## config.mk

```make
export PLATFORM = sky130hd
export DESIGN_NAME = lrd_cmd_queue
export DESIGN_NICKNAME = d
export VERILOG_FILES = /design/src/hw/rtl/lrd_pkg.sv /design/src/hw/rtl/lrd_cmd_queue.sv
export SDC_FILE = /design/constraint.sdc
export NUM_CORES = 1
export LEC_CHECK = 0
export ABC_AREA = 1
export BUFFER_PORTS_ARGS = -buffer_cell sky130_fd_sc_hd__buf_2
export CORE_AREA = 2 2 84 86
export DETAILED_ROUTE_END_ITERATION = 10
export DIE_AREA = 0 0 86 88
export PLACE_DENSITY = 0.7
export RECOVER_POWER = 25
export SYNTH_ARGS = -nofsm -noshare
export SYNTH_HDL_FRONTEND = slang
export SYNTH_SLANG_ARGS = --single-unit
```

## constraint.sdc

```tcl
create_clock -name clk -period 3.05 [get_ports clk]
set_input_delay 0.305 -clock clk [delete_from_list [all_inputs] [get_ports clk]]
set_output_delay 0.305 -clock clk [all_outputs]
set_load 0.1 [all_outputs]
```

## src/hw/rtl/lrd_pkg.sv

```systemverilog
// lrd_pkg: shared types and constants of the LZSS/RLE block decoder.
// No dependencies; imported by every module of the decoder except lrd_ram.
package lrd_pkg;

  localparam int BYTE_W      = 8;
  localparam int OFFSET_W    = 12;
  localparam int COUNT_W     = 13;
  localparam int FLAG_W      = 16;
  localparam int LEFT_W      = 5;
  localparam int QUEUE_DEPTH = 2;

  localparam int RAW_GROUP   = 16;   // literals after a zero flag word
  localparam int COPY_BIAS   = 3;    // copy length = len + 3
  localparam int RUN_BIAS    = 16;   // run count = 12-bit field + 16

  typedef enum logic [1:0] {
    CMD_LIT,
    CMD_COPY,
    CMD_RUN,
    CMD_TRUNC
  } cmd_kind_t;

  // One decoded command passed from the parser to the executor.
  typedef struct packed {
    cmd_kind_t           kind;
    logic [BYTE_W-1:0]   data;
    logic [OFFSET_W-1:0] offset;
    logic [COUNT_W-1:0]  count;
  } cmd_t;

endpackage

```

## src/hw/rtl/lrd_cmd_queue.sv

```systemverilog
// lrd_cmd_queue: short register FIFO of commands between parser and executor.
// Depends on lrd_pkg.
module lrd_cmd_queue (
  input  logic          clk,
  input  logic          rst,
  input  logic          push,
  input  lrd_pkg::cmd_t push_cmd,
  output logic          full,
  input  logic          pop,
  output logic          head_valid,
  output lrd_pkg::cmd_t head_cmd
);
  import lrd_pkg::*;

  localparam int PTR_W = (QUEUE_DEPTH > 1) ? $clog2(QUEUE_DEPTH) : 1;
  localparam int CNT_W = $clog2(QUEUE_DEPTH + 1);

  cmd_t             entries [QUEUE_DEPTH];
  logic [PTR_W-1:0] wr_ptr, rd_ptr;
  logic [CNT_W-1:0] fill;
  logic             do_push, do_pop;

  assign full       = (fill == CNT_W'(QUEUE_DEPTH));
  assign head_valid = (fill != '0);
  assign head_cmd   = entries[rd_ptr];
  assign do_push    = push && !full;
  assign do_pop     = pop && head_valid;

  always_ff @(posedge clk) begin
    if (do_push) begin
      entries[wr_ptr] <= push_cmd;
    end
    if (rst) begin
      wr_ptr <= '0;
      rd_ptr <= '0;
      fill   <= '0;
    end else begin
      if (do_push) begin
        wr_ptr <= (wr_ptr == PTR_W'(QUEUE_DEPTH - 1)) ? '0 : wr_ptr + 1'b1;
      end
      if (do_pop) begin
        rd_ptr <= (rd_ptr == PTR_W'(QUEUE_DEPTH - 1)) ? '0 : rd_ptr + 1'b1;
      end
      fill <= fill + CNT_W'(do_push) - CNT_W'(do_pop);
    end
  end

endmodule

```

# --- Word level (Yosys, flattened, before mapping) ---
# Memories as Yosys holds them, arrays and structs flattened. A register that Yosys moved wholly into a read port is not among the register bits.
# Index checks and enable logic that the tools add are counted.
word_totals:
  regBits: 4
  ram_bits: 70
  inputBits: 39
  wordCells: 19
  mem_count: 1
mem_list:
  columns: ["memory", "words", "word_bits", "read_ports", "rd_clocked_by_memory_dff", "write_ports", "line", "rtl"]
  rows:
  - ["entries", 2, 35, 1, 1, 1, "lrd_cmd_queue.sv:18", "cmd_t entries [QUEUE_DEPTH];"]
op_classes:
  add_sub_neg: 4
  eq_ne: 1
  mux: 6
  reduce_logical: 4
ops:
  columns: ["operator", "n"]
  rows:
  - ["1-bit two-way mux", 6]
  - ["1-bit adder, second input constant", 2]
  - ["2-bit by 1-bit adder with 2-bit output", 1]
  - ["2-bit == test, second input constant", 1]
  - ["1-bit logical AND", 2]
  - ["2-bit nonzero test", 1]
  - ["2-bit by 1-bit subtractor with 2-bit output", 1]
  - ["1-bit zero test", 1]

# --- Logic depth before layout (Yosys ltp) ---
# Gate-level depths: netlist of run 1.
logic_depth:
  depth_word: 5
  mapped_depth: 11
  mapped_depth_nobuf: 11

# --- Worst setup path after synthesis of run 1 ---
# No wires, ideal clock.
synth_path:
  path_kind: "register -> register"
  start: "reg fill[0]"
  end: "mem entries[0][0] in the netlist's numbering, enable pin"
  arrival_time_ps: 2038
  path_slack_ps: 585
  path_stages_with_launch: 5
  synth_period_minus_slack_ps: 2465
  cell_sequence: "dfxtp_1 > inv_1 > nand2_1 > nand2_1 > nor2_1"
synth_between:
  elab_chain_cells: 5
synth_lines:
  columns: ["item", "line", "rtl"]
  rows:
  - ["start: declaration", "lrd_cmd_queue.sv:20", "logic [CNT_W-1:0] fill;"]
  - ["start signal: assignment", "lrd_cmd_queue.sv:44", "fill <= fill + CNT_W'(do_push) - CNT_W'(do_pop);"]
  - ["2-bit == test", "lrd_cmd_queue.sv:23", "assign full = (fill == CNT_W'(QUEUE_DEPTH));"]
  - ["1-bit zero test", "lrd_cmd_queue.sv:26", "assign do_push = push && !full;"]
  - ["1-bit logical AND", "lrd_cmd_queue.sv:26", null]
  - ["1-bit two-way mux", "lrd_cmd_queue.sv:30", "if (do_push) begin"]
  - ["1-bit two-way mux (implied by the code)", "lrd_cmd_queue.sv:31", "entries[wr_ptr] <= push_cmd;"]
  - ["end: declaration", "lrd_cmd_queue.sv:18", null]
# No other way between the ends.

==> results of run 1 <==
==> layout by cell type, fill, tap and decap left out, types with 3 or more instances in the layout <==
cell,count
nor2_1,8
clkbuf_8,9
buf_2,70
inv_1,10
dfxtp_1,4
nand2_1,8
mux2_2,5
edfxtp_1,70
nand3_1,3
mux2_4,30
clkbuf_1,5
==> sequential cells by signal (all words and copies together), names as in the netlist, named ones only <==
signal,cells
entries,70
fill,2
rd_ptr,1
wr_ptr,1
==> cell type report <==
cell class | instances | share of cell area
clock buffer | 9 | 0.0346
clock inverter | 6 | 0.0227
inverter | 10 | 0.0105
multi-input combinational | 59 | 0.176
sequential | 75 | 0.616
tap | 80 | 0.0280
timing repair buffer | 78 | 0.113
==> worst paths after layout <==
check / start / to / cells past startpoint
worst min register to register: rd_ptr / rd_ptr / 2
worst min-delay path: rst / fill[0] / 2
worst max register to register: fill[0] / fill[1] / 10
worst max-delay path: register / head_cmd[22] / 3
==> critical path, stage by stage (launching register included) <==
cell	delay, ns
dfxtp_2	0.68
buf_12	0.27
mux2_2	0.34
buf_2	0.29
==> logic make-up (layout without fill, tap and decap cells) <==
| family | after synthesis | in the layout | synth area share |
|---|---|---|---|
| flops | 75 | 75 | 0.751 |
| mux | 35 | 35 | 0.173 |
| simple gates | 20 | 20 | 0.0269 |
| buf+inv | 14 | 103 | 0.0371 |
| fa+ha+maj | 2 | 2 | 0.00853 |
| compound gates | 2 | 2 | 0.00341 |
==> routing by layer <==
| layer | vias to the layer above | routed length [um] | track usage |
|---|---|---|---|
| met3 | 4 | 233 | 0.0443 |
| li1 | 720 | - | - |
| met2 | 40 | 2480 | 0.216 |
| met5 | - | 0 | 0 |
| met1 | 709 | 1910 | 0.145 |
| met4 | 0 | 65 | 0.0693 |
==> per-stage QoR <==
step           instance area (sq um)  cells  utilization  hold slack, ns
2_1_floorplan                   2930    148            -           0.376
3_3_place_gp                    3380    302        0.509           0.478
3_5_place_dp                    3380    302        0.509           0.481
4_1_cts                         3580    317        0.540           0.116
5_1_grt                         3580    317        0.539           0.124
6_report                        3580    317        0.539           0.133
==> run_summary.xml, run 1 <==
<?xml version="1.0" encoding="UTF-8"?>
<metrics>
  <group name="clocking">
    <metric name="post_cts_setup_buffers" unit="">0</metric>
    <metric name="cts_buffers" unit="">9</metric>
    <metric name="root_buffer" unit="">clkbuf_8</metric>
    <metric name="worstSkewPairLatency" unit="ns">0.34</metric>
    <metric name="buffer_depth_of_the_longest_clock_path" unit="">2</metric>
    <metric name="clkSlewWorstSetupHoldPaths" unit="ns">0.07</metric>
    <metric name="cts_num_sinks" unit="">75</metric>
    <metric name="tritoncts" unit="">yes</metric>
    <metric name="cts_h_tree_depth" unit="">3</metric>
    <metric name="post_cts_resized" unit="">0</metric>
    <metric name="hold_buffers" unit="">0</metric>
  </group>
  <group name="job">
    <metric name="cap_violations" unit="">0</metric>
  </group>
  <group name="drt">
    <metric name="initialDrtViolationCount" unit="">60</metric>
    <metric name="vias_per_cell" unit="">4.65</metric>
    <metric name="remaining_drc_errors" unit="">0</metric>
    <metric name="totalWireLength" unit="um">4690</metric>
    <metric name="routed-via-count" unit="">1473</metric>
    <metric name="drtPass1Iterations" unit="">4</metric>
    <metric name="ant_nets" unit="">0</metric>
    <metric name="routedWlPerCell" unit="um">14.8</metric>
  </group>
  <group name="yosys">
    <metric name="synth_seq_area_share" unit="">0.751</metric>
    <metric name="synthDominantCellAreaShare" unit="">0.717</metric>
    <metric name="synthesis.nets" unit="">189</metric>
    <metric name="number_of_enable_type_register_cells_in_the_synthesized_netlist" unit="">70</metric>
    <metric name="ys_seq_elements" unit="">75</metric>
    <metric name="postSynthAreaPerCell" unit="sq um">19.8</metric>
    <metric name="yosysUniqueCellTypes" unit="">12</metric>
    <metric name="synth_commonest_cells" unit="">edfxtp_1, mux2_4, inv_1</metric>
    <metric name="dominantRegCellSynth" unit="">edfxtp_1</metric>
    <metric name="most_numerous_cell_in_the_yosys_netlist" unit="">edfxtp_1</metric>
    <metric name="post_synth_inst_count" unit="">148</metric>
    <metric name="asyncSetResetFlopFracSynth" unit="">0</metric>
    <metric name="ys_top_cells_by_area" unit="">edfxtp_1, mux2_4, dfxtp_1</metric>
    <metric name="synth.cell_area" unit="sq um">2930</metric>
    <metric name="synth_area_leader_cell" unit="">edfxtp_1</metric>
    <metric name="yosys_warnings" unit="">0</metric>
  </group>
  <group name="floorplanning">
    <metric name="dieWidth" unit="um">86</metric>
    <metric name="placeableCoreArea" unit="sq um">6640</metric>
    <metric name="rows" unit="">30</metric>
    <metric name="dieArea" unit="sq um">7570</metric>
    <metric name="boundaryPins" unit="">76</metric>
    <metric name="fp.dieH" unit="um">88</metric>
    <metric name="start_util" unit="">0.441</metric>
  </group>
  <group name="timing">
    <metric name="timing.final.crit_share" unit="">0.727</metric>
    <metric name="worst-slew-pin-transition" unit="ns">0.545</metric>
    <metric name="timing.final.ws_setup" unit="ns">0.834</metric>
    <metric name="aggregate_negative_setup_slack" unit="ns">0</metric>
    <metric name="timing.final.max_slew_violations" unit="">0</metric>
    <metric name="hold_violations" unit="">0</metric>
    <metric name="timing.max_slew.rel_slack" unit="">0.637</metric>
    <metric name="achievable-frequency" unit="MHz">451</metric>
    <metric name="final.min_clock_period" unit="ns">2.22</metric>
    <metric name="setup_viol" unit="">0</metric>
    <metric name="unrepaired_setup_endpoints_after_global_routing" unit="">no</metric>
    <metric name="layout_skew" unit="ns">0.0108</metric>
  </group>
  <group name="critical_path">
    <metric name="cp_data_arrival_time" unit="ns">1.91</metric>
    <metric name="crit_path_start_kind" unit="">register</metric>
    <metric name="cp.required" unit="ns">2.74</metric>
    <metric name="path_max_fanout" unit="">20</metric>
    <metric name="critPathKind" unit="">reg -&gt; out</metric>
    <metric name="worst_setup_path_end_kind" unit="">primary output</metric>
    <metric name="r2r_slack" unit="ns">1.48</metric>
  </group>
  <group name="final_layout">
    <metric name="layout_cells_sized_above_1" unit="">0.523</metric>
    <metric name="antenna-diode-count" unit="">0</metric>
    <metric name="multiInputGateArea" unit="sq um">628</metric>
    <metric name="total_of_fill_cells_in_the_finished_design" unit="">534</metric>
    <metric name="seq_area" unit="sq um">2200</metric>
    <metric name="area.growth.synth_to_final" unit="%">22.1</metric>
    <metric name="nets_finish" unit="">274</metric>
  </group>
  <group name="global_route">
    <metric name="initial_antenna_violation_count" unit="">0</metric>
    <metric name="grt_pass1_vias" unit="">1519</metric>
    <metric name="total_gr_overflow" unit="">0</metric>
    <metric name="grt_first_pass_wirelength" unit="um">7110</metric>
    <metric name="grt.total_usage" unit="">0.128</metric>
    <metric name="grt_max_degree" unit="">36</metric>
  </group>
  <group name="placement">
    <metric name="number_of_buffers_added_on_ports" unit="">75</metric>
    <metric name="dp_hpwl" unit="um">3070</metric>
    <metric name="finalWeightedCongestion" unit="">0.680</metric>
    <metric name="placement.setup.worst_slack" unit="ns">1.15</metric>
  </group>
  <group name="outcome">
    <metric name="outcome" unit="">finished clean</metric>
  </group>
  <group name="worst_hold_path">
    <metric name="worst_hold_check_path_type" unit="">in -&gt; reg</metric>
  </group>
</metrics>
Power of run 1 is left out: the tool's default activity adds up to more than one toggle a clock period on the data nets, which glitch-free logic cannot reach.
==> run 2, diff against run 1 <==
--- a/config.mk
+++ b/config.mk
@@ -5,12 +5,12 @@
 export SDC_FILE = /design/constraint.sdc
 export NUM_CORES = 1
 export LEC_CHECK = 0
-export ABC_AREA = 1
+export ABC_AREA = 0
 export BUFFER_PORTS_ARGS = -buffer_cell sky130_fd_sc_hd__buf_2
-export CORE_AREA = 2 2 84 86
+export CORE_AREA = 2 2 82 84
 export DETAILED_ROUTE_END_ITERATION = 10
-export DIE_AREA = 0 0 86 88
-export PLACE_DENSITY = 0.7
+export DIE_AREA = 0 0 84 86
+export PLACE_DENSITY = 0.72
 export RECOVER_POWER = 25
 export SYNTH_ARGS = -nofsm -noshare
 export SYNTH_HDL_FRONTEND = slang
==> constraint.sdc (replaced) <==
create_clock -name clk -period 1.8 [get_ports clk]
set_input_delay 0.18 -clock clk [delete_from_list [all_inputs] [get_ports clk]]
set_output_delay 0.18 -clock clk [all_outputs]
set_load 0.1 [all_outputs]
==> run 2 against run 1 <==
  * Final area increased by 12%
  * Clock-buffer cell count increased by 1
  * Worst setup slack worse by 0.73 ns
  * Clock skew decreased by 0.0025 ns
==> run_summary.xml, run 2 <==
<?xml version="1.0" encoding="UTF-8"?>
<metrics>
  <group name="yosys">
    <metric name="synth_seq_area_share" unit="">0.798</metric>
    <metric name="dominantRegCellSynth" unit="">edfxtp_1</metric>
    <metric name="ys_seq_elements" unit="">75</metric>
    <metric name="post_synth_inst_count" unit="">136</metric>
    <metric name="synthesis.nets" unit="">177</metric>
    <metric name="ys_top_cells_by_area" unit="">edfxtp_1, mux2_2, dfxtp_1</metric>
    <metric name="synth_commonest_cells" unit="">edfxtp_1, mux2_2, dfxtp_1</metric>
    <metric name="yosys_warnings" unit="">0</metric>
    <metric name="synth_area_leader_cell" unit="">edfxtp_1</metric>
    <metric name="synth.cell_area" unit="sq um">2760</metric>
    <metric name="most_numerous_cell_in_the_yosys_netlist" unit="">edfxtp_1</metric>
    <metric name="yosysUniqueCellTypes" unit="">22</metric>
    <metric name="postSynthAreaPerCell" unit="sq um">20.3</metric>
    <metric name="asyncSetResetFlopFracSynth" unit="">0</metric>
    <metric name="synthDominantCellAreaShare" unit="">0.762</metric>
    <metric name="number_of_enable_type_register_cells_in_the_synthesized_netlist" unit="">70</metric>
  </group>
  <group name="drt">
    <metric name="drtPass1Iterations" unit="">4</metric>
    <metric name="vias_per_cell" unit="">4.81</metric>
    <metric name="routedWlPerCell" unit="um">15.0</metric>
    <metric name="ant_nets" unit="">0</metric>
    <metric name="initialDrtViolationCount" unit="">63</metric>
    <metric name="routed-via-count" unit="">1473</metric>
    <metric name="remaining_drc_errors" unit="">0</metric>
    <metric name="totalWireLength" unit="um">4600</metric>
  </group>
  <group name="final_layout">
    <metric name="layout_cells_sized_above_1" unit="">0.550</metric>
    <metric name="largest_register_ffs" unit="">70</metric>
    <metric name="most_frequent_standard_cell_in_the_layout_excluding_fill_and_tap_cells" unit="">edfxtp_1</metric>
    <metric name="nets_finish" unit="">265</metric>
    <metric name="layout.cells.most_common_list" unit="">edfxtp_1, buf_12, mux2_2</metric>
    <metric name="area.growth.synth_to_final" unit="%">45.1</metric>
    <metric name="antenna-diode-count" unit="">0</metric>
    <metric name="final_cell_count_no_fill" unit="">306</metric>
    <metric name="regMostFlops" unit="">entries</metric>
    <metric name="largestRegisters" unit="">entries x70, fill x2</metric>
  </group>
  <group name="global_route">
    <metric name="total_gr_overflow" unit="">0</metric>
    <metric name="grt_first_pass_wirelength" unit="um">7270</metric>
    <metric name="grt_max_degree" unit="">25</metric>
    <metric name="initial_antenna_violation_count" unit="">0</metric>
    <metric name="grt_pass1_vias" unit="">1580</metric>
    <metric name="grt.total_usage" unit="">0.136</metric>
  </group>
  <group name="clocking">
    <metric name="tritoncts" unit="">yes</metric>
    <metric name="clkSlewWorstSetupHoldPaths" unit="ns">0.08</metric>
    <metric name="root_buffer" unit="">clkbuf_8</metric>
    <metric name="post_cts_resized" unit="">0</metric>
    <metric name="hold_buffers" unit="">0</metric>
    <metric name="buffer_depth_of_the_longest_clock_path" unit="">2</metric>
    <metric name="worstSkewPairLatency" unit="ns">0.33</metric>
    <metric name="cts_num_sinks" unit="">75</metric>
    <metric name="post_cts_setup_buffers" unit="">0</metric>
    <metric name="cts_buffers" unit="">9</metric>
    <metric name="cts_h_tree_depth" unit="">3</metric>
  </group>
  <group name="timing">
    <metric name="timing.final.max_slew_violations" unit="">0</metric>
    <metric name="worst-slew-pin-transition" unit="ns">0.488</metric>
    <metric name="hold_violations" unit="">0</metric>
    <metric name="aggregate_negative_setup_slack" unit="ns">0</metric>
    <metric name="layout_skew" unit="ns">0.00835</metric>
    <metric name="achievable-frequency" unit="MHz">590</metric>
    <metric name="unrepaired_setup_endpoints_after_global_routing" unit="">no</metric>
    <metric name="hold-worst-slack" unit="ns">0.0332</metric>
    <metric name="timing.final.crit_share" unit="">0.941</metric>
    <metric name="timing.max_slew.rel_slack" unit="">0.677</metric>
    <metric name="setup_viol" unit="">0</metric>
    <metric name="final.min_clock_period" unit="ns">1.69</metric>
  </group>
  <group name="floorplanning">
    <metric name="rows" unit="">29</metric>
    <metric name="start_util" unit="">0.440</metric>
    <metric name="dieWidth" unit="um">84</metric>
    <metric name="boundaryPins" unit="">76</metric>
    <metric name="dieArea" unit="sq um">7220</metric>
    <metric name="placeableCoreArea" unit="sq um">6280</metric>
    <metric name="fp.dieH" unit="um">86</metric>
  </group>
  <group name="worst_hold_path">
    <metric name="worst_hold_check_path_type" unit="">in -&gt; reg</metric>
    <metric name="worst_hold_startpoint" unit="">push_cmd[6]</metric>
  </group>
  <group name="critical_path">
    <metric name="worst_path_largest_cell_delay" unit="ns">0.40</metric>
    <metric name="cp.required" unit="ns">1.62</metric>
    <metric name="cp_data_arrival_time" unit="ns">1.51</metric>
    <metric name="critPathKind" unit="">reg -&gt; out</metric>
    <metric name="r2r_slack" unit="ns">0.13</metric>
    <metric name="worst_path_max_delay_cell" unit="">mux2_2</metric>
    <metric name="crit_path_start_kind" unit="">register</metric>
    <metric name="path_delay_family" unit="">buffers and inverters</metric>
    <metric name="reg2reg_from" unit="">fill[0]</metric>
    <metric name="path_max_fanout" unit="">20</metric>
    <metric name="timing.critical_path.buf_inv" unit="">2</metric>
    <metric name="critical_path.cell_chain" unit="">buf_4 &gt; mux2_2 &gt; buf_12</metric>
    <metric name="worst_setup_path_end_kind" unit="">primary output</metric>
  </group>
  <group name="job">
    <metric name="cap_violations" unit="">0</metric>
  </group>
  <group name="placement">
    <metric name="dp_hpwl" unit="um">3270</metric>
    <metric name="number_of_buffers_added_on_ports" unit="">75</metric>
    <metric name="place.detailed.instances" unit="">290</metric>
    <metric name="finalWeightedCongestion" unit="">0.718</metric>
  </group>
  <group name="outcome">
    <metric name="outcome" unit="">finished clean</metric>
  </group>
</metrics>
## run 2: cell types whose count changed after synthesis, moves of 3 or more
cell | previous run | this run
mux2_4 | 30 | 0
inv_1 | 10 | 3
buf_4 | 0 | 3
mux2_2 | 5 | 35
nand3_1 | 3 | 0
buf_12 | 3 | 0
nand2_1 | 8 | 1
nor2_1 | 9 | 3
## run 2: per-layer routing
| layer | routed length (um) | global-route usage |
|---|---|---|
| met4 | 77 | 0.0762 |
| met5 | 0 | 0 |
| met2 | 2420 | 0.230 |
| met3 | 274 | 0.0404 |
| met1 | 1830 | 0.154 |
## run 2: per-stage QoR
stage               utilization  cell area, sq um  setup WS, ns
global route              0.638              4010        0.0180
CTS                       0.640              4020        0.0759
global placement          0.607              3810         0.183
finish                    0.638              4010         0.106
floorplan                     -              2770        0.0152
detailed placement        0.607              3810         0.122
## run 2: final cells by class
| type | instances | area [sq um] |
|---|---|---|
| flip-flops and latches | 75 | 2200 |
| multi-input cells | 53 | 515 |
| clock inverters | 6 | 80.1 |
| clock buffers | 10 | 128 |
| well taps | 77 | 96.3 |
| inverters | 4 | 23.8 |
| fillers | 439 | 2270 |
| repair buffers | 81 | 960 |
## run 2: logic make-up (layout without fill, tap and decap cells)
logic type | count (synthesis) | after routing | share of synthesized area
simple gates | 11 | 11 | 0.0222
mux | 35 | 35 | 0.143
compound gates | 3 | 3 | 0.00634
buf+inv | 8 | 101 | 0.0154
fa+ha+maj | 2 | 2 | 0.00906
xor+xnor | 2 | 2 | 0.00635
flops | 75 | 75 | 0.798
## run 2: path summary, 6_finish.rpt
check	to	cells after the start
setup / recovery	head_cmd[9]	3
hold / removal	entries[1][6]	1
setup reg to reg	entries[0][17]	5
hold reg to reg	wr_ptr	2
Power of run 2 is left out for the same reason.
