**src/hw/rtl/lrd_pkg.sv**
```systemverilog
// lrd_pkg: shared types and constants of the LZSS/RLE block decoder.
// No dependencies; imported by every module of the decoder except lrd_ram.
package lrd_pkg;

  localparam int BYTE_W      = 8;
  localparam int OFFSET_W    = 12;
  localparam int COUNT_W     = 13;
  localparam int FLAG_W      = 16;
  localparam int LEFT_W      = 5;
  localparam int QUEUE_DEPTH = 2;

  localparam int RAW_GROUP   = 16;   // literals after a zero flag word
  localparam int COPY_BIAS   = 3;    // copy length = len + 3
  localparam int RUN_BIAS    = 16;   // run count = 12-bit field + 16

  typedef enum logic [1:0] {
    CMD_LIT,
    CMD_COPY,
    CMD_RUN,
    CMD_TRUNC
  } cmd_kind_t;

  // One decoded command passed from the parser to the executor.
  typedef struct packed {
    cmd_kind_t           kind;
    logic [BYTE_W-1:0]   data;
    logic [OFFSET_W-1:0] offset;
    logic [COUNT_W-1:0]  count;
  } cmd_t;

endpackage

```
**src/hw/rtl/lrd_front.sv**
```systemverilog
// lrd_front: flag-word/token parser; turns compressed bytes into commands.
// Depends on lrd_pkg.
module lrd_front (
  input  logic                 clk,
  input  logic                 rst,
  input  logic                 in_valid,
  output logic                 in_stall,
  input  logic [7:0]           in_byte,
  input  logic                 block_end,
  input  logic                 q_full,
  output logic                 cmd_push,
  output lrd_pkg::cmd_t        cmd
);
  import lrd_pkg::*;

  typedef enum logic [2:0] {
    PH_FLAG_HI,
    PH_FLAG_LO,
    PH_RAW,
    PH_BITS,
    PH_TOK1,
    PH_TOK2,
    PH_TOK3
  } phase_t;

  phase_t              phase, phase_next;
  logic [FLAG_W-1:0]   flag_bits, flag_bits_next;
  logic [LEFT_W-1:0]   flag_left, flag_left_next;
  logic [LEFT_W-1:0]   lit_left, lit_left_next;
  logic [BYTE_W-1:0]   tok0, tok0_next;
  logic [BYTE_W-1:0]   tok1, tok1_next;
  logic [BYTE_W-1:0]   tok2, tok2_next;

  logic                accept;
  logic [LEFT_W-1:0]   flag_left_dec;
  logic [LEFT_W-1:0]   lit_left_dec;
  phase_t              phase_after_bit;
  logic [OFFSET_W-1:0] tok_offset;

  assign in_stall = q_full;
  assign accept   = in_valid && !q_full;

  // consuming one flag bit
  assign flag_left_dec   = flag_left - LEFT_W'(flag_left != '0);
  assign phase_after_bit = (flag_left_dec == '0) ? PH_FLAG_HI : PH_BITS;
  assign lit_left_dec    = lit_left - LEFT_W'(lit_left != '0);
  assign tok_offset      = {tok0, in_byte[7:4]};

  always_comb begin
    phase_next     = phase;
    flag_bits_next = flag_bits;
    flag_left_next = flag_left;
    lit_left_next  = lit_left;
    tok0_next      = tok0;
    tok1_next      = tok1;
    tok2_next      = tok2;
    cmd_push       = 1'b0;
    cmd.kind       = CMD_LIT;
    cmd.data       = in_byte;
    cmd.offset     = tok_offset;
    cmd.count      = COUNT_W'(1);

    if (accept) begin
      unique case (phase)
        PH_FLAG_HI: begin
          tok0_next  = in_byte;
          phase_next = PH_FLAG_LO;
        end
        PH_FLAG_LO: begin
          tok0_next = '0;
          if ({tok0, in_byte} == '0) begin
            lit_left_next = LEFT_W'(RAW_GROUP);
            phase_next    = PH_RAW;
          end else begin
            flag_bits_next = {tok0, in_byte};
            flag_left_next = LEFT_W'(FLAG_W);
            phase_next     = PH_BITS;
          end
        end
        PH_RAW: begin
          cmd_push      = 1'b1;
          lit_left_next = lit_left_dec;
          if (lit_left_dec == '0) begin
            phase_next = PH_FLAG_HI;
          end
        end
        PH_BITS: begin
          if (!flag_bits[FLAG_W-1]) begin
            cmd_push       = 1'b1;
            flag_bits_next = {flag_bits[FLAG_W-2:0], 1'b0};
            flag_left_next = flag_left_dec;
            phase_next     = phase_after_bit;
          end else begin
            tok0_next  = in_byte;
            phase_next = PH_TOK1;
          end
        end
        PH_TOK1: begin
          tok1_next = in_byte;
          if (tok_offset != '0) begin
            cmd_push       = 1'b1;
            cmd.kind       = CMD_COPY;
            cmd.count      = COUNT_W'(in_byte[3:0]) + COUNT_W'(COPY_BIAS);
            flag_bits_next = {flag_bits[FLAG_W-2:0], 1'b0};
            flag_left_next = flag_left_dec;
            phase_next     = phase_after_bit;
          end else begin
            phase_next = PH_TOK2;
          end
        end
        PH_TOK2: begin
          tok2_next  = in_byte;
          phase_next = PH_TOK3;
        end
        PH_TOK3: begin
          cmd_push       = 1'b1;
          cmd.kind       = CMD_RUN;
          cmd.count      = COUNT_W'({tok1[3:0], tok2}) + COUNT_W'(RUN_BIAS);
          flag_bits_next = {flag_bits[FLAG_W-2:0], 1'b0};
          flag_left_next = flag_left_dec;
          phase_next     = phase_after_bit;
        end
        default: begin
          phase_next     = PH_FLAG_HI;
          flag_left_next = '0;
          lit_left_next  = '0;
        end
      endcase

      if (block_end) begin
        // cut-off flag word or token: drop it and report a marker
        if (phase_next == PH_FLAG_LO || phase_next == PH_TOK1 ||
            phase_next == PH_TOK2 || phase_next == PH_TOK3) begin
          cmd_push  = 1'b1;
          cmd.kind  = CMD_TRUNC;
          cmd.data  = '0;
          cmd.count = '0;
        end
        phase_next     = PH_FLAG_HI;
        flag_left_next = '0;
        lit_left_next  = '0;
        tok0_next      = '0;
      end
    end
  end

  always_ff @(posedge clk) begin
    if (rst) begin
      phase     <= PH_FLAG_HI;
      flag_left <= '0;
      lit_left  <= '0;
      flag_bits <= '0;
      tok0      <= '0;
    end else begin
      phase     <= phase_next;
      flag_left <= flag_left_next;
      lit_left  <= lit_left_next;
      flag_bits <= flag_bits_next;
      tok0      <= tok0_next;
    end
    tok1 <= tok1_next;
    tok2 <= tok2_next;
  end

endmodule

```
**config.mk**
```make
export PLATFORM = sky130hd
export DESIGN_NAME = lrd_front
export DESIGN_NICKNAME = d
export VERILOG_FILES = /design/src/hw/rtl/lrd_pkg.sv /design/src/hw/rtl/lrd_front.sv
export SDC_FILE = /design/constraint.sdc
export NUM_CORES = 1
export LEC_CHECK = 0
export BUFFER_PORTS_ARGS = -buffer_cell sky130_fd_sc_hd__buf_4
export CAP_MARGIN = 20
export CORE_MARGIN = 2
export CORE_UTILIZATION = 35
export CTS_CLUSTER_DIAMETER = 150
export DETAILED_ROUTE_END_ITERATION = 6
export PLACE_DENSITY = 0.53
export SYNTH_ARGS = -nofsm -noshare
export SYNTH_HDL_FRONTEND = slang
export SYNTH_SLANG_ARGS = --single-unit
```
**constraint.sdc**
```tcl
create_clock -name clk -period 4.9 [get_ports clk]
set_clock_uncertainty 0.1 [all_clocks]
set_input_delay 1.225 -clock clk [delete_from_list [all_inputs] [get_ports clk]]
set_output_delay 1.225 -clock clk [all_outputs]
set_load 0.03 [all_outputs]
```
* Yosys cells after proc, flatten, opt, wreduce, memory -nomap -nowiden
Index checks and enable logic that the tools add are counted.
** Operators by class
- $add $sub $neg :: 4
- Equal/unequal tests :: 20
- Multiplexer cells :: 39
- Reductions and logical operators :: 24
** Operators with widths (count)
- one-hot mux 16 bit (4 select lines) :: 1
- two-way mux 16 bit :: 3
- two-way mux 13 bit :: 3
- two-way mux 5 bit :: 7
- two-way mux 10 bit :: 3
- one-hot mux 13 bit (2 select lines) :: 1
- one-hot mux 5 bit (5 select lines) :: 1
- one-hot mux 8 bit (3 select lines) :: 1
- one-hot mux 3 bit (7 select lines) :: 1
- == test 3 bit (second input constant) :: 6
- logical NOT 16 bit :: 1
- two-way mux 8 bit :: 2
- two-way mux 3 bit :: 5
- != test 3 bit (second input constant) :: 5
- one-hot mux 5 bit (3 select lines) :: 1
- adder 12 x 5 -> 13 bit (second input constant) :: 1
- nonzero test 12 bit :: 1
- logical NOT 5 bit :: 2
- AND reduction 5 bit :: 2
- nonzero test 5 bit :: 2
- subtractor 5 x 1 -> 5 bit :: 2
- nonzero test 4 bit :: 2
- two-way mux 1 bit :: 7
- == test 3 x 1 -> 1 bit (second input constant) :: 2
- 17 further kinds :: 25
** Word-level totals
- Register bits after elaboration :: 49
- Bits of input ports :: 13

* Longest topological paths before layout
Gate-level depths: netlist of the first run.
- Depth in word-level cells :: 14
- Depth in mapped cells :: 9

* Least setup slack after synthesis of the first run
No wires, ideal clock.
- Path kind :: input-to-output
- Start :: input port q_full
- End :: output port cmd[4] in the netlist's numbering
- Arrival time :: 3.058 ns
- Data required time :: 3.575 ns
- Path slack :: 0.517 ns
- Cell stages on the path :: 5
- Path buffers :: 1
- Cells stage by stage :: nand2b_1 -> clkbuf_1 -> nor3_1 -> nand3_1 -> o32ai_1
** RTL lines
- start, declared :: RTL line lrd_front.sv:10 : input logic q_full,
- end, declared :: RTL line lrd_front.sv:12 : output lrd_pkg::cmd_t cmd

==> metrics.txt, run 1 <==
# TYPE chip_impl_metric gauge
chip_impl_info{name="run_status",value="completed"} 1
chip_impl_metric{name="layoutNonFillerInstCount",unit=""} 468
chip_impl_info{name="worstSetupEndpoint",value="cmd[33]"} 1
chip_impl_metric{name="area_growth",unit="%"} 17.99
chip_impl_metric{name="nFillCells",unit=""} 762
chip_impl_metric{name="syn_area_per_cell",unit="µm²"} 8.674
chip_impl_metric{name="initial_core_util",unit="%"} 36.44
chip_impl_metric{name="floorplan.die_area",unit="µm²"} 8866
chip_impl_metric{name="drtIter0Drc",unit=""} 203
chip_impl_metric{name="design.final.nets",unit=""} 386
chip_impl_metric{name="finalSetupViolCount",unit=""} 0
chip_impl_metric{name="postSynthRegisterBits",unit=""} 49
chip_impl_info{name="yosys.area.top_type",value="dfxtp_1"} 1
chip_impl_metric{name="antennaDiodeCount",unit=""} 0
chip_impl_info{name="tritoncts",value="done"} 1
chip_impl_metric{name="ff_latch_area",unit="µm²"} 1101
chip_impl_metric{name="p_leak",unit="nW"} 1.236
chip_impl_info{name="synth_area_leaders",value="dfxtp_1 (26%), edfxtp_1 (13%), a22oi_1 (5.8%)"} 1
chip_impl_info{name="crit_startpoint",value="in_byte[5]"} 1
chip_impl_metric{name="fp-row-count",unit=""} 32
chip_impl_info{name="end_kind",value="primary output"} 1
chip_impl_metric{name="ir_worst_vdd",unit="V"} 0.0001181
chip_impl_metric{name="place.detailed.hpwl",unit="µm"} 5245
chip_impl_metric{name="postCtsSetupRepairBufs",unit=""} 0
chip_impl_metric{name="vias",unit=""} 2518
chip_impl_metric{name="cap_violations",unit=""} 0
chip_impl_metric{name="comb_power_share",unit="%"} 13.3
chip_impl_metric{name="worst-path-max-fanout",unit=""} 11
chip_impl_metric{name="syn-instance-count",unit=""} 328
chip_impl_metric{name="cts_buffers",unit=""} 5
chip_impl_metric{name="hold_buffers",unit=""} 0
chip_impl_info{name="startpoint_of_the_lowest_slack_register_to_register_path",value="phase[0]$_SDFFE_PP0P_"} 1
chip_impl_metric{name="chipWidth",unit="µm"} 94.16
chip_impl_metric{name="tritoncts_num_sinks",unit=""} 49
chip_impl_metric{name="cts_repair_resize_count",unit=""} 0
chip_impl_metric{name="required_worst_endpoint",unit="ns"} 3.58
chip_impl_metric{name="reg2regPathDepth",unit=""} 5
chip_impl_metric{name="synth_top_area_share",unit="%"} 26.03
chip_impl_metric{name="tightest_slew",unit="ns"} 0.8625
chip_impl_metric{name="globalplace.congestion",unit=""} 0.8379
chip_impl_metric{name="fin_max_slew_vios",unit=""} 0
chip_impl_metric{name="drt_pre_antenna_iters",unit=""} 4
chip_impl_info{name="clock_tree.root_cell",value="clkbuf_8"} 1
chip_impl_info{name="min_path_type",value="reg -> reg"} 1
chip_impl_metric{name="worst_setup_hold_path_clk_slew",unit="ns"} 0.10
chip_impl_metric{name="seq_power_share",unit="%"} 54.4
chip_impl_metric{name="pin_count_of_the_biggest_net_entering_global_routing",unit=""} 35
chip_impl_metric{name="antenna_violating_nets_post_route",unit=""} 0
chip_impl_metric{name="global_route_wire_length_before_repair",unit="µm"} 12430
chip_impl_metric{name="die_height",unit="µm"} 94.16
chip_impl_metric{name="fraction_of_layout_instances_using_a_drive_strength_above_1",unit="%"} 20.22
chip_impl_metric{name="slew-limit-headroom",unit="%"} 42.42
chip_impl_metric{name="multiInputGateArea",unit="µm²"} 1599
chip_impl_metric{name="power.share.switching",unit="%"} 28.30
chip_impl_metric{name="sum_neg_setup_slack",unit="ns"} 0
chip_impl_metric{name="yosysWarningCount",unit=""} 0
chip_impl_info{name="worstSetupPathType",value="in -> out"} 1
chip_impl_metric{name="drt_drc_violations_left",unit=""} 0
chip_impl_metric{name="total_power",unit="µW"} 780.4
chip_impl_metric{name="synth_enable_flop_cells",unit=""} 12
chip_impl_metric{name="final.hold.worst_slack",unit="ns"} 0.3677
chip_impl_metric{name="power_density",unit="nW/µm²"} 232.5
chip_impl_metric{name="synthesis.nets",unit=""} 349
chip_impl_metric{name="clock_insertion_delay_at_the_later_pin_of_the_skew_report",unit="ns"} 0.31
chip_impl_metric{name="final_hold_viol_count",unit=""} 0
chip_impl_metric{name="htreeDepth",unit=""} 2
chip_impl_metric{name="net_load_switching_power",unit="µW"} 220.9
chip_impl_metric{name="r2r_setup_slack",unit="ns"} 2.39
chip_impl_metric{name="post_synth_instance_area",unit="µm²"} 2845
chip_impl_metric{name="final_min_period_over_clock_period",unit="%"} 88.72
chip_impl_metric{name="grt_antenna_before_repair",unit=""} 0
chip_impl_metric{name="min_tclk_post_route",unit="ns"} 4.347
chip_impl_info{name="reg2reg_to",value="flag_left[2]$_SDFFE_PP0P_"} 1
chip_impl_metric{name="internal-power",unit="µW"} 559.5
chip_impl_metric{name="final_area",unit="µm²"} 3357
chip_impl_metric{name="ioPinCount",unit=""} 50
chip_impl_metric{name="synth_sequential_area_ratio",unit="%"} 38.70
chip_impl_metric{name="core_area",unit="µm²"} 7807
chip_impl_metric{name="grt_pass1_vias",unit=""} 2412
chip_impl_metric{name="placed_cell_area",unit="µm²"} 3256
chip_impl_metric{name="max_freq",unit="MHz"} 230.0
chip_impl_metric{name="clockBufferDepth",unit=""} 2
chip_impl_metric{name="place_inst",unit=""} 458
chip_impl_info{name="grt_setup_unrepaired",value="false"} 1
chip_impl_metric{name="count_of_buffers_inserted_at_the_top_level_ports",unit=""} 49
chip_impl_metric{name="synth.lib_cells_used.distinct",unit=""} 55
chip_impl_metric{name="vias_per_cell",unit=""} 5.380
chip_impl_metric{name="grt.total_usage",unit="%"} 17.81
chip_impl_info{name="dominantRegCellSynth",value="dfxtp_1"} 1
chip_impl_metric{name="grt-ovfl-total",unit=""} 0
chip_impl_metric{name="worstPathArrival",unit="ns"} 3.02
chip_impl_metric{name="synth-async-reset-ratio",unit="%"} 0
chip_impl_info{name="type_of_element_launching_the_critical_path",value="input pin"} 1
chip_impl_metric{name="clockPowerShare",unit="%"} 32.2
chip_impl_metric{name="wl",unit="µm"} 7654
chip_impl_metric{name="post_drt_wl_per_cell",unit="µm"} 16.35
==> cell type report <==
cell class              instances  area share [%]
clock buffers                   6           2.162
multi-input cells             246           47.63
repair buffers                 55           12.30
clock inverters                 2          0.4100
well taps                     102           3.802
flip-flops and latches         49           32.80
inverters                       8          0.8945
==> cell families after synthesis <==
kind of cell	count (synthesis)	share of synthesized area, %
flops	49	38.70
mux	1	0.3518
fa+ha+maj	8	3.518
buf+inv	33	5.277
compound gates	91	23.00
simple gates	131	24.54
xor+xnor	15	4.618
==> power groups by stage <==
stage	sequential (mW)	combinational, mW	clock, mW
after detailed placement	0.434	0.104	0
after CTS	0.425	0.104	0.257
after floorplan	0.435	0.0630	0
after global placement	0.434	0.103	0
after global routing	0.426	0.113	0.270
final	0.425	0.104	0.252
==> per-layer routing <==
layer	vias to the layer above	GRT usage, %	share of wire (%)
met1	1180	26.08	51
li1	1269	-	-
met2	62	26.90	43
met4	0	3.744	0.74
met3	7	3.772	4.8
met5	-	0	0
==> how the worst min path moves through the flow <==
stage,slack [ns],startpoint,to,cells after the start
detailed placement,0.35,flag_left[0]$_SDFFE_PP0P_,flag_left[0]$_SDFFE_PP0P_,1
CTS,0.37,flag_left[0]$_SDFFE_PP0P_,flag_left[0]$_SDFFE_PP0P_,1
finish,0.37,flag_left[0]$_SDFFE_PP0P_,flag_left[0]$_SDFFE_PP0P_,1
floorplan,0.33,flag_left[0]$_SDFFE_PP0P_,flag_left[0]$_SDFFE_PP0P_,1
global route,0.39,flag_left[0]$_SDFFE_PP0P_,flag_left[0]$_SDFFE_PP0P_,1
global placement,0.35,flag_left[0]$_SDFFE_PP0P_,flag_left[0]$_SDFFE_PP0P_,1
==> sequential cells by signal (all words and copies together), names as in the netlist <==
signal,count
lit_left,5
flag_bits,16
tok0,8
flag_left,5
tok2,8
phase,3
tok1,4
==> worst max-delay path: stages <==
cell	delay (ns)
buf_4	0.14
or4_4	0.57
nor3_1	0.33
o21ai_0	0.13
a21oi_1	0.15
buf_4	0.19
a31o_2	0.13
buf_4	0.15
==> per-stage QoR <==
stage / util, % / setup WS [ns]
floorplan: - / 0.5170
global placement: 41.70 / 0.6162
detailed placement: 41.70 / 0.5902
CTS: 42.80 / 0.5864
global route: 43.00 / 0.4794
finish: 43.00 / 0.5527
==> synth_stat cells, types with 3 or more instances <==
| cell | count |
|---|---|
| nor2_1 | 43 |
| dfxtp_1 | 37 |
| inv_1 | 8 |
| a211oi_1 | 16 |
| and2_1 | 4 |
| ha_1 | 8 |
| or3_1 | 4 |
| nand2_1 | 22 |
| buf_2 | 6 |
| nand2b_1 | 9 |
| and4_1 | 3 |
| edfxtp_1 | 12 |
| nand3_1 | 8 |
| o21ai_0 | 13 |
| buf_4 | 5 |
| xor2_1 | 8 |
| xnor2_1 | 7 |
| nor3b_1 | 5 |
| o2bb2ai_1 | 4 |
| clkbuf_1 | 13 |
| nor2b_1 | 11 |
| nor3_1 | 7 |
| a22oi_1 | 22 |
| a21oi_1 | 14 |
==> placed cells by master (no fill, tap or decap), types with 8 or more instances in the layout <==
master | netlist | routed
nand2_1 | 22 | 22
edfxtp_1 | 12 | 12
o21ai_0 | 13 | 13
nor2b_1 | 11 | 11
nand3_1 | 8 | 8
a22oi_1 | 22 | 22
nor2_1 | 43 | 43
a21oi_1 | 14 | 14
a211oi_1 | 16 | 16
ha_1 | 8 | 8
inv_1 | 8 | 8
buf_4 | 5 | 54
xor2_1 | 8 | 8
dfxtp_1 | 37 | 37
nand2b_1 | 9 | 9
(Power assumes the default switching activity.)
==> run 2, diff against run 1 <==
--- a/config.mk
+++ b/config.mk
@@ -5,12 +5,14 @@
 export SDC_FILE = /design/constraint.sdc
 export NUM_CORES = 1
 export LEC_CHECK = 0
+export ABC_AREA = 1
 export BUFFER_PORTS_ARGS = -buffer_cell sky130_fd_sc_hd__buf_4
 export CAP_MARGIN = 20
 export CORE_MARGIN = 2
 export CORE_UTILIZATION = 35
 export CTS_CLUSTER_DIAMETER = 150
 export DETAILED_ROUTE_END_ITERATION = 6
+export GPL_TIMING_DRIVEN = 0
 export PLACE_DENSITY = 0.53
 export SYNTH_ARGS = -nofsm -noshare
 export SYNTH_HDL_FRONTEND = slang
==> constraint.sdc (replaced) <==
create_clock -name clk -period 4.9 [get_ports clk]
set_clock_uncertainty 0.1 [all_clocks]
set_input_delay 0.245 -clock clk [delete_from_list [all_inputs] [get_ports clk]]
set_output_delay 0.245 -clock clk [all_outputs]
set_load 0.03 [all_outputs]
==> run 2 against run 1 <==
  * Count of clock-buffer cells in the layout did not move
  * Sequential power about the same
  * Critical path depth is 9 higher
  * Design area rose by 6.4%
  * Via count rose by 14%
  * Core utilization is 0.26 points higher
  * Die area grew 5.0%
  * Largest cell class unchanged
  * Largest power group unchanged
==> metrics.txt, run 2 <==
# TYPE chip_impl_metric gauge
chip_impl_info{name="grt_setup_unrepaired",value="false"} 1
chip_impl_metric{name="cts_buffers",unit=""} 5
chip_impl_metric{name="synth_top_area_share",unit="%"} 24.75
chip_impl_metric{name="synth_sequential_area_ratio",unit="%"} 36.79
chip_impl_metric{name="drtIter0Drc",unit=""} 124
chip_impl_metric{name="largest_register_ff_count",unit=""} 16
chip_impl_metric{name="vias",unit=""} 2867
chip_impl_metric{name="clockPowerShare",unit="%"} 29.5
chip_impl_metric{name="power.share.switching",unit="%"} 30.07
chip_impl_metric{name="ioPinCount",unit=""} 50
chip_impl_metric{name="synthesis.nets",unit=""} 446
chip_impl_metric{name="max_freq",unit="MHz"} 312.2
chip_impl_metric{name="ir_worst_vdd",unit="V"} 0.0001056
chip_impl_info{name="end_kind",value="primary output"} 1
chip_impl_metric{name="tritoncts_num_sinks",unit=""} 49
chip_impl_metric{name="grt_antenna_before_repair",unit=""} 0
chip_impl_metric{name="core_area",unit="µm²"} 8258
chip_impl_metric{name="final_min_period_over_clock_period",unit="%"} 65.37
chip_impl_metric{name="slew-limit-headroom",unit="%"} 52.57
chip_impl_metric{name="place_inst",unit=""} 578
chip_impl_metric{name="drt_drc_violations_left",unit=""} 0
chip_impl_metric{name="total_power",unit="µW"} 829.2
chip_impl_info{name="biggestRegsByFlops",value="flag_bits: 16 flops, tok0: 8 flops, tok2: 8 flops"} 1
chip_impl_metric{name="final_hold_viol_count",unit=""} 0
chip_impl_metric{name="tightest_slew",unit="ns"} 0.7088
chip_impl_info{name="synthMostInstantiatedCell",value="nand2_1"} 1
chip_impl_info{name="dominantRegCellSynth",value="dfxtp_1"} 1
chip_impl_metric{name="count_of_buffers_inserted_at_the_top_level_ports",unit=""} 48
chip_impl_metric{name="yosysWarningCount",unit=""} 0
chip_impl_metric{name="initial_core_util",unit="%"} 36.24
chip_impl_metric{name="floorplan.die_area",unit="µm²"} 9306
chip_impl_info{name="tritoncts",value="done"} 1
chip_impl_metric{name="required_worst_endpoint",unit="ns"} 4.55
chip_impl_metric{name="fraction_of_layout_instances_using_a_drive_strength_above_1",unit="%"} 20.58
chip_impl_metric{name="syn_area_per_cell",unit="µm²"} 7.042
chip_impl_metric{name="comb_power_share",unit="%"} 18.8
chip_impl_metric{name="synth.lib_cells_used.distinct",unit=""} 37
chip_impl_metric{name="pin_count_of_the_biggest_net_entering_global_routing",unit=""} 17
chip_impl_metric{name="internal-power",unit="µW"} 579.9
chip_impl_metric{name="clock_insertion_delay_at_the_later_pin_of_the_skew_report",unit="ns"} 0.31
chip_impl_metric{name="drt_pre_antenna_iters",unit=""} 4
chip_impl_metric{name="p_leak",unit="nW"} 1.437
chip_impl_metric{name="hold_buffers",unit=""} 0
chip_impl_metric{name="synth_enable_flop_cells",unit=""} 12
chip_impl_metric{name="post_synth_instance_area",unit="µm²"} 2993
chip_impl_metric{name="min_tclk_post_route",unit="ns"} 3.203
chip_impl_metric{name="wl",unit="µm"} 7942
chip_impl_info{name="synth_area_leaders",value="dfxtp_1 (25%), edfxtp_1 (12%), nand2_1 (11%)"} 1
chip_impl_metric{name="cts_repair_resize_count",unit=""} 0
chip_impl_info{name="crit_startpoint",value="flag_left[2]$_SDFFE_PP0P_"} 1
chip_impl_metric{name="cap_violations",unit=""} 0
chip_impl_metric{name="synth-async-reset-ratio",unit="%"} 0
chip_impl_metric{name="seq_power_share",unit="%"} 51.7
chip_impl_metric{name="grt-ovfl-total",unit=""} 0
chip_impl_metric{name="power_density",unit="nW/µm²"} 232.1
chip_impl_metric{name="postSynthRegisterBits",unit=""} 49
chip_impl_metric{name="htreeDepth",unit=""} 2
chip_impl_info{name="run_status",value="completed"} 1
chip_impl_info{name="synth.cells.most_frequent",value="nand2_1 (85), a21oi_1 (54), inv_1 (48), nor2_1 (48), dfxtp_1 (37)"} 1
chip_impl_metric{name="chipWidth",unit="µm"} 96.47
chip_impl_metric{name="vias_per_cell",unit=""} 4.892
chip_impl_metric{name="antennaDiodeCount",unit=""} 0
chip_impl_info{name="final_cell_mix",value="nand2_1 (85), a21oi_1 (54), buf_4 (53), inv_1 (48), nor2_1 (48)"} 1
chip_impl_info{name="hp-start",value="in_byte[2]"} 1
chip_impl_metric{name="post_drt_wl_per_cell",unit="µm"} 13.55
chip_impl_metric{name="design.final.nets",unit=""} 501
chip_impl_metric{name="fin_max_slew_vios",unit=""} 0
chip_impl_metric{name="layoutNonFillerInstCount",unit=""} 586
chip_impl_metric{name="clockBufferDepth",unit=""} 2
chip_impl_metric{name="finalSetupViolCount",unit=""} 0
chip_impl_metric{name="sum_neg_setup_slack",unit="ns"} 0
chip_impl_info{name="startpoint_of_the_lowest_slack_register_to_register_path",value="flag_left[2]$_SDFFE_PP0P_"} 1
chip_impl_info{name="layout.cells.most_common",value="nand2_1"} 1
chip_impl_metric{name="antenna_violating_nets_post_route",unit=""} 0
chip_impl_metric{name="globalplace.congestion",unit=""} 0.9043
chip_impl_metric{name="postCtsSetupRepairBufs",unit=""} 0
chip_impl_info{name="worstSetupPathType",value="reg -> out"} 1
chip_impl_metric{name="syn-instance-count",unit=""} 425
chip_impl_info{name="type_of_element_launching_the_critical_path",value="register"} 1
chip_impl_metric{name="fp-row-count",unit=""} 33
chip_impl_metric{name="worst_setup_hold_path_clk_slew",unit="ns"} 0.10
chip_impl_metric{name="place.detailed.hpwl",unit="µm"} 6142
chip_impl_metric{name="grt_pass1_vias",unit=""} 2599
chip_impl_info{name="yosys.area.top_type",value="dfxtp_1"} 1
chip_impl_metric{name="worst-path-max-fanout",unit=""} 10
chip_impl_metric{name="die_height",unit="µm"} 96.47
chip_impl_info{name="largest_register",value="flag_bits"} 1
chip_impl_info{name="min_path_type",value="in -> reg"} 1
chip_impl_info{name="clock_tree.root_cell",value="clkbuf_8"} 1
chip_impl_metric{name="grt.total_usage",unit="%"} 17.73
chip_impl_metric{name="worstPathArrival",unit="ns"} 2.86
chip_impl_metric{name="net_load_switching_power",unit="µW"} 249.3
chip_impl_metric{name="area_growth",unit="%"} 19.36
chip_impl_metric{name="global_route_wire_length_before_repair",unit="µm"} 12760
==> run 2: cell count changes in the layout (fill, tap and decap cells not counted), sizes merged, moves of 6 or more <==
cell and delta:
a22oi -22, a211oi -16, xnor2 -6, a21oi +41, nand2 +69, nand3 +19
inv +50, nor2b -11, nand2b -9, nor2 +12, o21ai +19
==> run 2: power by group through the flow <==
stage	registers, mW	clock network (mW)	logic [mW]
finish	0.428	0.245	0.156
CTS	0.428	0.255	0.158
floorplan	0.440	0	0.102
detailed placement	0.438	0	0.157
global placement	0.438	0	0.157
global route	0.429	0.268	0.173
==> run 2: cells by family (layout without fill, tap and decap cells) <==
family / after synthesis / count (layout) / share of synthesized area (%)
flops: 49 / 49 / 36.79
xor+xnor: 7 / 7 / 2.049
buf+inv: 76 / 132 / 10.95
fa+ha+maj: 8 / 8 / 3.345
simple gates: 194 / 194 / 30.85
compound gates: 91 / 91 / 16.01
==> run 2: cell type report <==
cell class	instances	area, µm²
flip-flops and latches	49	1101
inverters	60	229.0
fillers	898	4686
repair buffers	48	360.3
multi-input cells	300	1564
clock inverters	2	15.01
plain buffers	16	98.84
clock buffers	6	72.57
well taps	105	131.4
==> run 2: worst paths after layout <==
| check | to | slack [ns] | depth (start not counted) |
|---|---|---|---|
| setup / recovery | cmd_push | 1.70 | 17 |
| hold / removal | tok1[2]$_DFFE_PP_ | 0.03 | 1 |
| hold reg to reg | flag_bits[1]$_SDFFE_PP0P_ | 0.36 | 2 |
| setup reg to reg | phase[1]$_SDFFE_PP0P_ | 2.68 | 12 |
==> run 2: critical path, stage by stage (launching register included) <==
cell	delay, ns
dfxtp_1	0.35
nor2_1	0.14
nand4_1	0.10
ha_1	0.22
ha_1	0.30
nand2_1	0.04
nand3b_1	0.14
nor2_1	0.14
nand2_1	0.12
nand2_1	0.10
nand3_1	0.10
nor2_1	0.13
nand2_2	0.07
nand2_1	0.08
nand3_2	0.08
buf_6	0.16
o21ai_1	0.09
buf_4	0.18
==> run 2: metrics by stage <==
step,utilization [%],hold WS [ns],instance area [µm²],setup slack [ns]
final,43.26,0.03229,3572,1.697
after global routing,43.26,0.02711,3572,1.433
after CTS,43.26,0.02755,3572,1.709
after detailed placement,42.20,0.3540,3485,2.057
after floorplan,-,0.2439,2993,2.242
after global placement,42.20,0.3473,3485,2.084
==> run 2: per-layer routing <==
layer  GRT usage (%)  vias to the layer above  wire [µm]
li1                -                     1498          -
met1           23.87                     1295       3756
met2           30.21                       66       3610
met3           2.483                        8        489
met4           3.991                        0         85
met5               0                        -          0
==> run 3, diff against run 2 <==
--- a/config.mk
+++ b/config.mk
@@ -5,7 +5,7 @@
 export SDC_FILE = /design/constraint.sdc
 export NUM_CORES = 1
 export LEC_CHECK = 0
-export ABC_AREA = 1
+export ABC_AREA = 0
 export BUFFER_PORTS_ARGS = -buffer_cell sky130_fd_sc_hd__buf_4
 export CAP_MARGIN = 20
 export CORE_MARGIN = 2
==> constraint.sdc (replaced) <==
create_clock -name clk -period 3 [get_ports clk]
set_clock_uncertainty 0.1 [all_clocks]
set_input_delay 0.15 -clock clk [delete_from_list [all_inputs] [get_ports clk]]
set_output_delay 0.15 -clock clk [all_outputs]
set_load 0.03 [all_outputs]
==> run 3 against run 2 <==
  * Routed wire length rose by 2.8%
  * Sequential share of layout area rose by 0.57 points
  * Combinational power rose by 20%
  * Highest routed layer unchanged
==> metrics.txt, run 3 (synthesis gave the netlist of run 1 again) <==
# TYPE chip_impl_metric gauge
chip_impl_metric{name="required_worst_endpoint",unit="ns"} 2.75
chip_impl_metric{name="vias",unit=""} 2673
chip_impl_metric{name="use_met2",unit="%"} 30.00
chip_impl_metric{name="final_hold_viol_count",unit=""} 0
chip_impl_metric{name="r2r_setup_slack",unit="ns"} 0.46
chip_impl_metric{name="htreeDepth",unit=""} 2
chip_impl_metric{name="drtIter0Drc",unit=""} 161
chip_impl_metric{name="final_min_period_over_clock_period",unit="%"} 94.86
chip_impl_metric{name="design.final.nets",unit=""} 411
chip_impl_info{name="hp-start",value="in_byte[3]"} 1
chip_impl_metric{name="ir_worst_vdd",unit="V"} 0.0001769
chip_impl_info{name="timing.critical_path.slowest_stage_cell",value="or4_4"} 1
chip_impl_metric{name="grt-ovfl-total",unit=""} 0
chip_impl_info{name="crit_startpoint",value="in_byte[4]"} 1
chip_impl_metric{name="antennaDiodeCount",unit=""} 0
chip_impl_metric{name="globalplace.congestion",unit=""} 0.8798
chip_impl_info{name="critPathTopFamily",value="buffers and inverters"} 1
chip_impl_metric{name="vias_per_cell",unit=""} 5.422
chip_impl_metric{name="worst-path-max-fanout",unit=""} 10
chip_impl_metric{name="reg2regPathDepth",unit=""} 9
chip_impl_metric{name="drt_pre_antenna_iters",unit=""} 4
chip_impl_info{name="critical_path.most_common_cell",value="buf_4"} 1
chip_impl_metric{name="comb_power_share",unit="%"} 14.5
chip_impl_info{name="grt_setup_unrepaired",value="false"} 1
chip_impl_metric{name="count_of_buffers_inserted_at_the_top_level_ports",unit=""} 48
chip_impl_info{name="clock_tree.root_cell",value="clkbuf_8"} 1
chip_impl_metric{name="core_area",unit="µm²"} 7807
chip_impl_metric{name="ioPinCount",unit=""} 50
chip_impl_metric{name="worstPathArrival",unit="ns"} 2.60
chip_impl_info{name="worstSetupPathType",value="in -> out"} 1
chip_impl_metric{name="floorplan.die_area",unit="µm²"} 8866
chip_impl_metric{name="post_drt_wl_per_cell",unit="µm"} 16.56
chip_impl_metric{name="grt_antenna_before_repair",unit=""} 0
chip_impl_metric{name="fraction_of_layout_instances_using_a_drive_strength_above_1",unit="%"} 21.74
chip_impl_info{name="end_kind",value="primary output"} 1
chip_impl_info{name="globalRoute.busiestLayer",value="met2"} 1
chip_impl_metric{name="drt_drc_violations_left",unit=""} 0
chip_impl_metric{name="final_area",unit="µm²"} 3507
chip_impl_info{name="tritoncts",value="done"} 1
chip_impl_metric{name="placed_cell_area",unit="µm²"} 3333
chip_impl_metric{name="slew-limit-headroom",unit="%"} 50.24
chip_impl_metric{name="tritoncts_num_sinks",unit=""} 49
chip_impl_metric{name="tightest_slew",unit="ns"} 0.7444
chip_impl_info{name="worstPathCellList",value="dlygate4sd3_1, buf_4, or4_4, nor3_2, o21ai_0, a21oi_1, buf_2, a31o_2, buf_4"} 1
chip_impl_metric{name="critical_path.max_stage_delay",unit="ns"} 0.55
chip_impl_info{name="hold-path-endpoint",value="tok1[3]$_DFFE_PP_"} 1
chip_impl_metric{name="seq_power_share",unit="%"} 53.6
chip_impl_metric{name="p_leak",unit="nW"} 1.316
chip_impl_metric{name="area_growth",unit="%"} 23.26
chip_impl_metric{name="grt_pass1_vias",unit=""} 2519
chip_impl_metric{name="worst_setup_hold_path_clk_slew",unit="ns"} 0.10
chip_impl_info{name="min_path_type",value="in -> reg"} 1
chip_impl_metric{name="min_tclk_post_route",unit="ns"} 2.846
chip_impl_metric{name="critical_path.n_buffers_inverters",unit=""} 4
chip_impl_metric{name="share_of_the_core_filled_with_cells",unit="%"} 44.92
chip_impl_metric{name="sum_neg_setup_slack",unit="ns"} 0
chip_impl_metric{name="internal-power",unit="µW"} 922.1
chip_impl_metric{name="clockPowerShare",unit="%"} 32.0
chip_impl_metric{name="clock_insertion_delay_at_the_later_pin_of_the_skew_report",unit="ns"} 0.31
chip_impl_metric{name="wl",unit="µm"} 8165
chip_impl_metric{name="largest_register_ff_count",unit=""} 16
chip_impl_metric{name="chipWidth",unit="µm"} 94.16
chip_impl_metric{name="whs_path_depth",unit=""} 1
chip_impl_metric{name="pin_count_of_the_biggest_net_entering_global_routing",unit=""} 17
chip_impl_metric{name="grt_util_met3",unit="%"} 2.809
chip_impl_info{name="startpoint_of_the_lowest_slack_register_to_register_path",value="phase[0]$_SDFFE_PP0P_"} 1
chip_impl_metric{name="fp-row-count",unit=""} 32
chip_impl_info{name="reg2reg_to",value="flag_bits[7]$_SDFFE_PP0P_"} 1
chip_impl_metric{name="place.detailed.hpwl",unit="µm"} 5882
chip_impl_info{name="run_status",value="completed"} 1
chip_impl_info{name="biggestRegsByFlops",value="flag_bits: 16 flops, tok0: 8 flops, tok2: 8 flops"} 1
chip_impl_metric{name="global_route_wire_length_before_repair",unit="µm"} 13140
chip_impl_info{name="type_of_element_launching_the_critical_path",value="input pin"} 1
chip_impl_info{name="final_cell_mix",value="buf_4 (53), nor2_1 (42), dfxtp_1 (37), nand2_1 (22), a22oi_1 (22)"} 1
chip_impl_info{name="layout.cells.most_common",value="buf_4"} 1
chip_impl_metric{name="net_load_switching_power",unit="µW"} 368.5
chip_impl_metric{name="antenna_violating_nets_post_route",unit=""} 0
chip_impl_metric{name="power.share.switching",unit="%"} 28.55
chip_impl_metric{name="max_freq",unit="MHz"} 351.4
chip_impl_metric{name="cts_buffers",unit=""} 5
chip_impl_metric{name="grtUsageMet1",unit="%"} 27.02
chip_impl_metric{name="fin_max_slew_vios",unit=""} 0
chip_impl_metric{name="finalSetupViolCount",unit=""} 0
chip_impl_metric{name="grt.total_usage",unit="%"} 18.77
chip_impl_metric{name="cap_violations",unit=""} 0
chip_impl_metric{name="die_height",unit="µm"} 94.16
chip_impl_metric{name="clockBufferDepth",unit=""} 2
chip_impl_info{name="largest_register",value="flag_bits"} 1
chip_impl_metric{name="initial_core_util",unit="%"} 36.44
chip_impl_metric{name="power_density",unit="nW/µm²"} 368.0
-- run 3: cell types whose count changed in the layout (fill, tap and decap cells not counted), sizes merged, moves of 9 or more --
cell,previous run,this run
nand2b,0,9
o21ai,33,14
a22oi,0,22
nor2b,0,11
nand3,27,8
a21oi,55,14
inv,59,9
a211oi,0,16
nor2,55,43
nand2,91,22
-- run 3: worst max path at each step --
stage / endpoint / slack (ns) / cells past startpoint
4_1_cts: cmd[33] / 0.02 / 9
2_1_floorplan: cmd[4] / 0.58 / 5
3_5_place_dp: flag_bits[7]$_SDFFE_PP0P_ / 0.18 / 8
6_report: cmd[33] / 0.15 / 9
3_3_place_gp: flag_bits[7]$_SDFFE_PP0P_ / 0.15 / 8
5_1_grt: cmd[4] / 0.05 / 6
-- run 3: metrics by stage --
step | std cells | hold slack (ns) | worst slack, ns | total power [mW]
floorplan | 328 | 0.1489 | 0.5769 | 0.8133
global placement | 478 | 0.3038 | 0.1545 | 0.8849
detailed placement | 478 | 0.3052 | 0.1823 | 0.8859
CTS | 492 | 0.01199 | 0.02133 | 1.302
global route | 493 | 0.006438 | 0.05028 | 1.340
finish | 493 | 0.01501 | 0.1543 | 1.291
-- run 3: power by group through the flow --
| stage | registers, mW | clock network, mW | logic, mW |
|---|---|---|---|
| floorplan | 0.710 | 0 | 0.103 |
| global placement | 0.706 | 0 | 0.178 |
| detailed placement | 0.706 | 0 | 0.180 |
| CTS | 0.691 | 0.425 | 0.187 |
| global route | 0.693 | 0.447 | 0.201 |
| finish | 0.691 | 0.413 | 0.187 |
-- run 3: worst reg2reg max path, cell delays in order, from the launching register on --
cell	delay, ns
dfxtp_1	0.46
clkbuf_2	0.27
inv_1	0.14
ha_1	0.21
buf_2	0.18
or2_2	0.31
clkbuf_1	0.15
clkbuf_1	0.25
a22oi_1	0.23
a211oi_1	0.10
-- run 3: routing by layer --
layer  share of wire [%]  vias up
met4                 1.0        0
met2                  45       81
met5                   0        -
met3                 5.3        7
met1                  49     1265
li1                    -     1320
-- run 3: repair_timing --
| item | CTS | global route |
|---|---|---|
| hold endpoints to repair | 8 | 0 |
| resized for setup | 0 | 9 |
| setup endpoints to repair | 0 | 15 |
| setup buffers | 0 | 0 |
| hold buffers | 6 | 0 |
-- run 3: final cells by class --
cell class	count	area, µm²
repair buffers	55	427.9
clock buffers	5	68.82
clock inverters	3	21.27
plain buffers	25	123.9
inverters	8	30.03
multi-input cells	246	1607
well taps	102	127.6
fillers	789	4300
flip-flops and latches	49	1101
